File: config.mk
export PLATFORM = sky130hd
export DESIGN_NAME = brl_front
export DESIGN_NICKNAME = d
export VERILOG_FILES = /design/src/design/brl_pkg.sv /design/src/design/brl_front.sv
export SDC_FILE = /design/constraint.sdc
export NUM_CORES = 1
export LEC_CHECK = 0
export ABC_CLOCK_PERIOD_IN_PS = 8400
export BUFFER_PORTS_ARGS = -buffer_cell sky130_fd_sc_hd__buf_2
export CAP_MARGIN = 10
export CORE_MARGIN = 5
export CORE_UTILIZATION = 45
export DETAILED_ROUTE_END_ITERATION = 8
export PLACE_DENSITY = 0.71
export SLEW_MARGIN = 10
export SYNTH_ARGS = -nofsm -noshare
export SYNTH_HDL_FRONTEND = slang
export SYNTH_SLANG_ARGS = --single-unit
export TNS_END_PERCENT = 20
File: constraint.sdc
create_clock -name clk -period 8.4 [get_ports clk]
set_input_delay 0.42 -clock clk [delete_from_list [all_inputs] [get_ports clk]]
set_output_delay 0.42 -clock clk [all_outputs]
set_load 0.03 [all_outputs]
File: src/design/brl_pkg.sv
// Shared types, widths and constants of the burst rate limiter.
package brl_pkg;

  localparam int MEAN_FRAC_BITS_DEF = 8;

  localparam int ACT_W     = 2;
  localparam int LEN_W     = 16;
  localparam int TIME_W    = 64;
  localparam int MEAN_W    = 24;
  localparam int SUM_W     = 32;
  localparam int CNT_W     = 16;
  localparam int LIMIT_W   = 16;
  localparam int BPS_W     = 40;
  localparam int FREQ_W    = 32;
  localparam int CFG_W     = 40;
  localparam int CFG_IDX_W = 2;

  localparam int BYTE_SHIFT = 3;
  localparam int BITS_W     = MEAN_W + LIMIT_W + BYTE_SHIFT;
  localparam int MUL_SPLIT  = 32;
  localparam int DIV_NUM_W  = FREQ_W + BITS_W;
  localparam int DIV_DEN_W  = BPS_W;

  localparam int MEAN_INIT_INT = 98;
  localparam int MEAN_WEIGHT   = 10;
  localparam int MEAN_DIVISOR  = 11;

  // Multiplying by MEAN_RECIP and shifting right by MEAN_RECIP_SHIFT divides by MEAN_DIVISOR
  // exactly for every dividend below 2**MEAN_RECIP_IN_W.
  localparam int MEAN_RECIP_IN_W  = MEAN_W + 4;
  localparam int MEAN_RECIP_W     = 29;
  localparam int MEAN_RECIP_SHIFT = 32;
  localparam logic [MEAN_RECIP_W-1:0] MEAN_RECIP = 29'd390451573;

  localparam logic [LIMIT_W-1:0] BURST_LIMIT_RESET = LIMIT_W'(32);
  localparam logic [BPS_W-1:0]   BPS_RESET         = BPS_W'(64'd10000000000);
  localparam logic [BPS_W-1:0]   BPS_DEFAULT       = BPS_W'(64'd10000000000);
  localparam logic [FREQ_W-1:0]  FREQ_RESET        = FREQ_W'(100000000);

  localparam logic [ACT_W-1:0] ACT_SAMPLE    = 2'd0;
  localparam logic [ACT_W-1:0] ACT_RECOMPUTE = 2'd1;
  localparam logic [ACT_W-1:0] ACT_GO        = 2'd2;

  localparam logic [CFG_IDX_W-1:0] CFG_BURST_LIMIT = 2'd0;
  localparam logic [CFG_IDX_W-1:0] CFG_RATE_BPS    = 2'd1;
  localparam logic [CFG_IDX_W-1:0] CFG_TIMER_FREQ  = 2'd2;

  typedef enum logic [1:0] {
    OP_SAMPLE,
    OP_RECOMPUTE,
    OP_GO
  } op_t;

  typedef struct packed {
    op_t               op;
    logic [LEN_W-1:0]  len;
    logic              last;
    logic [TIME_W-1:0] now;
  } item_t;

  typedef struct packed {
    logic [LIMIT_W-1:0] burst_limit;
    logic [BPS_W-1:0]   bps;
    logic [FREQ_W-1:0]  freq;
  } cfg_t;

endpackage

File: src/design/brl_front.sv
// Front end: accepts input transfers, classifies the action and queues the work.
module brl_front (
  input  logic                         clk,
  input  logic                         rst_n,
  input  logic                         in_push,
  input  logic [brl_pkg::ACT_W-1:0]    in_action,
  input  logic [brl_pkg::LEN_W-1:0]    in_packet_length,
  input  logic                         in_last_in_burst,
  input  logic [brl_pkg::TIME_W-1:0]   in_now,
  output logic                         in_full,
  output logic                         item_valid,
  output brl_pkg::item_t               item,
  input  logic                         item_ready
);
  import brl_pkg::*;

  localparam int DEPTH = 2;
  localparam int PTR_W = $clog2(DEPTH);
  localparam int QCNT_W = $clog2(DEPTH + 1);

  item_t              mem_r [DEPTH];
  logic [PTR_W-1:0]   wptr_r;
  logic [PTR_W-1:0]   rptr_r;
  logic [QCNT_W-1:0]  cnt_r;
  logic [QCNT_W-1:0]  cnt_nxt;
  logic               keep;
  op_t                op;
  logic               wr;
  logic               rd;

  always_comb begin
    keep = 1'b1;
    op   = OP_SAMPLE;
    unique case (in_action)
      ACT_SAMPLE:    op = OP_SAMPLE;
      ACT_RECOMPUTE: op = OP_RECOMPUTE;
      ACT_GO:        op = OP_GO;
      default:       keep = 1'b0;
    endcase
  end

  assign in_full    = (cnt_r == QCNT_W'(DEPTH));
  assign item_valid = (cnt_r != '0);
  assign item       = mem_r[rptr_r];
  assign wr         = in_push && !in_full && keep;
  assign rd         = item_valid && item_ready;

  always_comb begin
    cnt_nxt = cnt_r;
    if (wr && !rd) begin
      cnt_nxt = cnt_r + 1'b1;
    end else if (rd && !wr) begin
      cnt_nxt = cnt_r - 1'b1;
    end
  end

  always_ff @(posedge clk) begin
    if (!rst_n) begin
      wptr_r <= '0;
      rptr_r <= '0;
      cnt_r  <= '0;
    end else begin
      cnt_r <= cnt_nxt;
      if (wr) begin
        wptr_r <= wptr_r + 1'b1;
      end
      if (rd) begin
        rptr_r <= rptr_r + 1'b1;
      end
    end
  end

  always_ff @(posedge clk) begin
    if (wr) begin
      mem_r[wptr_r] <= '{op: op, len: in_packet_length, last: in_last_in_burst,
                         now: in_now};
    end
  end

endmodule

==> impl_metrics.env <==
export IMPL_ys_warn_count=0
export IMPL_peakVddDrop_mv=0.203
export IMPL_fin_crit_ps=2840
export IMPL_die_x_um=128
export IMPL_hold_buffers=0
export IMPL_min_path_type="input port to flop"
export IMPL_cp_end_kind="flop"
export IMPL_antenna_found_initial=0
export IMPL_cap_violations=0
export IMPL_syn_area_um2=6240
export IMPL_crit_required_ps=8440
export IMPL_final_setup_viol_count=0
export IMPL_pwr_share_clk=0.279
export IMPL_power_internal_mw=1.73
export IMPL_synth_seq_cells=171
export IMPL_final_antenna_net_count=0
export IMPL_die_area_um2=16300
export IMPL_ys_seq_area_frac=0.814
export IMPL_clock_skew_ps=7.09
export IMPL_swShare=0.326
export IMPL_netlist_instances=285
export IMPL_grt_pass1_wl_mm=17.1
export IMPL_drive_gt1_frac=0.583
export IMPL_vias_per_cell=4.81
export IMPL_crit_arrival_ps=2890
export IMPL_grt_pass1_vias=3335
export IMPL_first_pass_iters=4
export IMPL_p_leak_nw=2.89
export IMPL_core_area_um2=13700
export IMPL_hold_violations=0
export IMPL_grt_usage=0.139
export IMPL_gp_congestion=0.692
export IMPL_ctsResizeCount=0
export IMPL_post_cts_setup_buffers=0
export IMPL_cts_sinks=171
export IMPL_syn_nets=373
export IMPL_cts_buffers=17
export IMPL_final_max_slew_viol_count=0
export IMPL_final_util=0.571
export IMPL_critPathMaxFanout=43
export IMPL_routed_wl_mm=11.2
export IMPL_nFillCells=1092
export IMPL_area_delta_synth_final_pct=25.5
export IMPL_seqPwrFrac=0.446
export IMPL_drc=0
export IMPL_dr_total_vias=3181
export IMPL_cts_tree="built"
export IMPL_clock_path_buffers=2
export IMPL_grt_overflow_total=0
export IMPL_worstSetupPathType="flop to flop"
export IMPL_comb_power_share=0.275
export IMPL_grt_max_degree=84
export IMPL_first_iter_violations=170
export IMPL_slew_headroom=0.203
export IMPL_holdWs_ps=193
export IMPL_rows=43
export IMPL_portBuffers=171
export IMPL_finalNetCount=555
export IMPL_p_per_area_nw_per_um2=327
export IMPL_finalSetupTns_ps=0
export IMPL_rsz0062_at_grt="no"
export IMPL_clk_pin_slew_ps=60
export IMPL_synthDominantCellAreaShare=0.798
export IMPL_netlist_cell_type_count=21
export IMPL_yosysTopAreaCell="edfxtp_1"
export IMPL_die_h_um=128
export IMPL_synth_avg_cell_area_um2=21.9
export IMPL_wire_per_inst_um=17.0
export IMPL_dpl_hpwl_mm=7.29
export IMPL_root_buffer="clkbuf_16"
export IMPL_switchingPower_mw=0.836
export IMPL_worstSetupStartpointType="flop"
export IMPL_insertion_delay_ps=410
export IMPL_io_pins=172
export IMPL_worstMarginPinSlew_ps=1190
export IMPL_fin_crit_sh=0.338
export IMPL_floorplan_initialDensity=0.455
export IMPL_cts_htree_levels=4
export IMPL_synthTopCellsByArea="edfxtp_1 (80%), mux2_2 (13%), mux2_1 (1.6%)"
export IMPL_status="complete, no violations"
export IMPL_timing_fmax_mhz=352
critical path, stage by stage, from the launching register on:
cell and delay [ps]:
dfxtp_1 410, nor2b_1 110, a211oi_4 250, nor2b_4 1010, buf_4 650
routing by layer:
layer  vias to the layer above  part of all wire  track usage
li1                       1488                 -            -
met1                      1555              0.40        0.166
met2                       119              0.51        0.230
met3                        19             0.074       0.0517
met4                         0             0.015       0.0543
met5                         -                 0            0
area by class of cell:
cell class	instances	area (um2)	share of cell area
Sequential cell	171	5090	0.649
Multi-Input combinational cell	104	1100	0.141
Timing Repair Buffer	172	863	0.110
Clock buffer	18	429	0.0548
Tap cell	180	225	0.0287
Clock inverter	14	121	0.0155
Inverter	1	3.75	0.000479
Antenna cell	1	2.50	0.000319
path summary, 6_finish.rpt:
kind | start | end | slack (ps) | cells after the start
worst min-delay path | in_now[60] | mem_r[1][60]$_DFFE_PP_ | 190 | 1
worst max register to register | cnt_r[0]$_SDFFE_PN0P_ | mem_r[0][81]$_DFFE_PP_ | 5560 | 4
worst max-delay path | cnt_r[0]$_SDFFE_PN0P_ | mem_r[0][81]$_DFFE_PP_ | 5560 | 4
worst min register to register | cnt_r[1]$_SDFFE_PN0P_ | cnt_r[1]$_SDFFE_PN0P_ | 520 | 2
sequential cells by signal (all words and copies together) (netlist names), named ones only:
signal and cells:
cnt_r 2, mem_r 166, rptr_r 1, wptr_r 1
power groups by stage:
stage	logic, mW	registers, mW	clock network (mW)
6_report	0.707	1.14	0.715
2_1_floorplan	0.576	1.11	0
4_1_cts	0.718	1.15	0.737
3_5_place_dp	0.715	1.17	0
3_3_place_gp	0.710	1.16	0
5_1_grt	0.747	1.16	0.773
cells by family (layout without fill, tap and decap cells):
family,count (synthesis),in the layout,share of synthesized area
AND/OR/NAND/NOR,12,12,0.0116
AO/OA/AOI/OAI,4,4,0.00601
other,0,1,0
XOR/XNOR,3,3,0.00421
multiplexers,84,84,0.151
buffers and inverters,10,205,0.0106
adder cells (fa/ha/maj),1,1,0.00200
flip-flops,171,171,0.814
per-stage QoR:
step	instance area (um2)	cells	worst slack, ps	power, mW
floorplan	6240	285	3320	1.69
global placement	7280	628	5410	1.87
detailed placement	7280	628	5370	1.88
CTS	7840	660	5480	2.60
global route	7840	660	5330	2.68
finish	7840	661	5560	2.57
layout by cell type, fill, tap and decap left out:
master | netlist | routed
buf_2 | 2 | 171
edfxtp_1 | 166 | 166
mux2_2 | 74 | 74
clkbuf_16 | 0 | 17
mux2_1 | 9 | 9
clkinvlp_4 | 0 | 4
dfxtp_1 | 5 | 4
nor2b_1 | 4 | 3
and2_1 | 4 | 3
clkinv_4 | 0 | 3
xnor2_1 | 2 | 2
inv_6 | 0 | 2
clkinv_2 | 0 | 2
clkinv_1 | 0 | 2
diode_2 | 0 | 1
or2_2 | 1 | 1
o21ai_1 | 1 | 1
inv_1 | 1 | 1
a211oi_4 | 1 | 1
and2_4 | 0 | 1
nor2b_4 | 0 | 1
nand2_1 | 1 | 1
nand2b_1 | 1 | 1
mux2i_1 | 1 | 1
xor2_1 | 1 | 1
o21ai_0 | 1 | 1
or3_1 | 1 | 1
a21boi_1 | 1 | 1
ha_1 | 1 | 1
dfxtp_4 | 0 | 1
bufinv_16 | 0 | 1
clkbuf_1 | 0 | 1
buf_4 | 7 | 1
synthesized netlist by cell type:
library cell and number:
nor2b_1 4, or3_1 1, mux2_2 74, inv_1 1
buf_2 2, dfxtp_1 5, a21boi_1 1, or2_2 1
buf_4 7, nand2_1 1, and2_1 4, mux2i_1 1
edfxtp_1 166, ha_1 1, a211oi_4 1, nand2b_1 1
xnor2_1 2, xor2_1 1, mux2_1 9, o21ai_0 1
o21ai_1 1
Power figures use the tool's default switching activity.
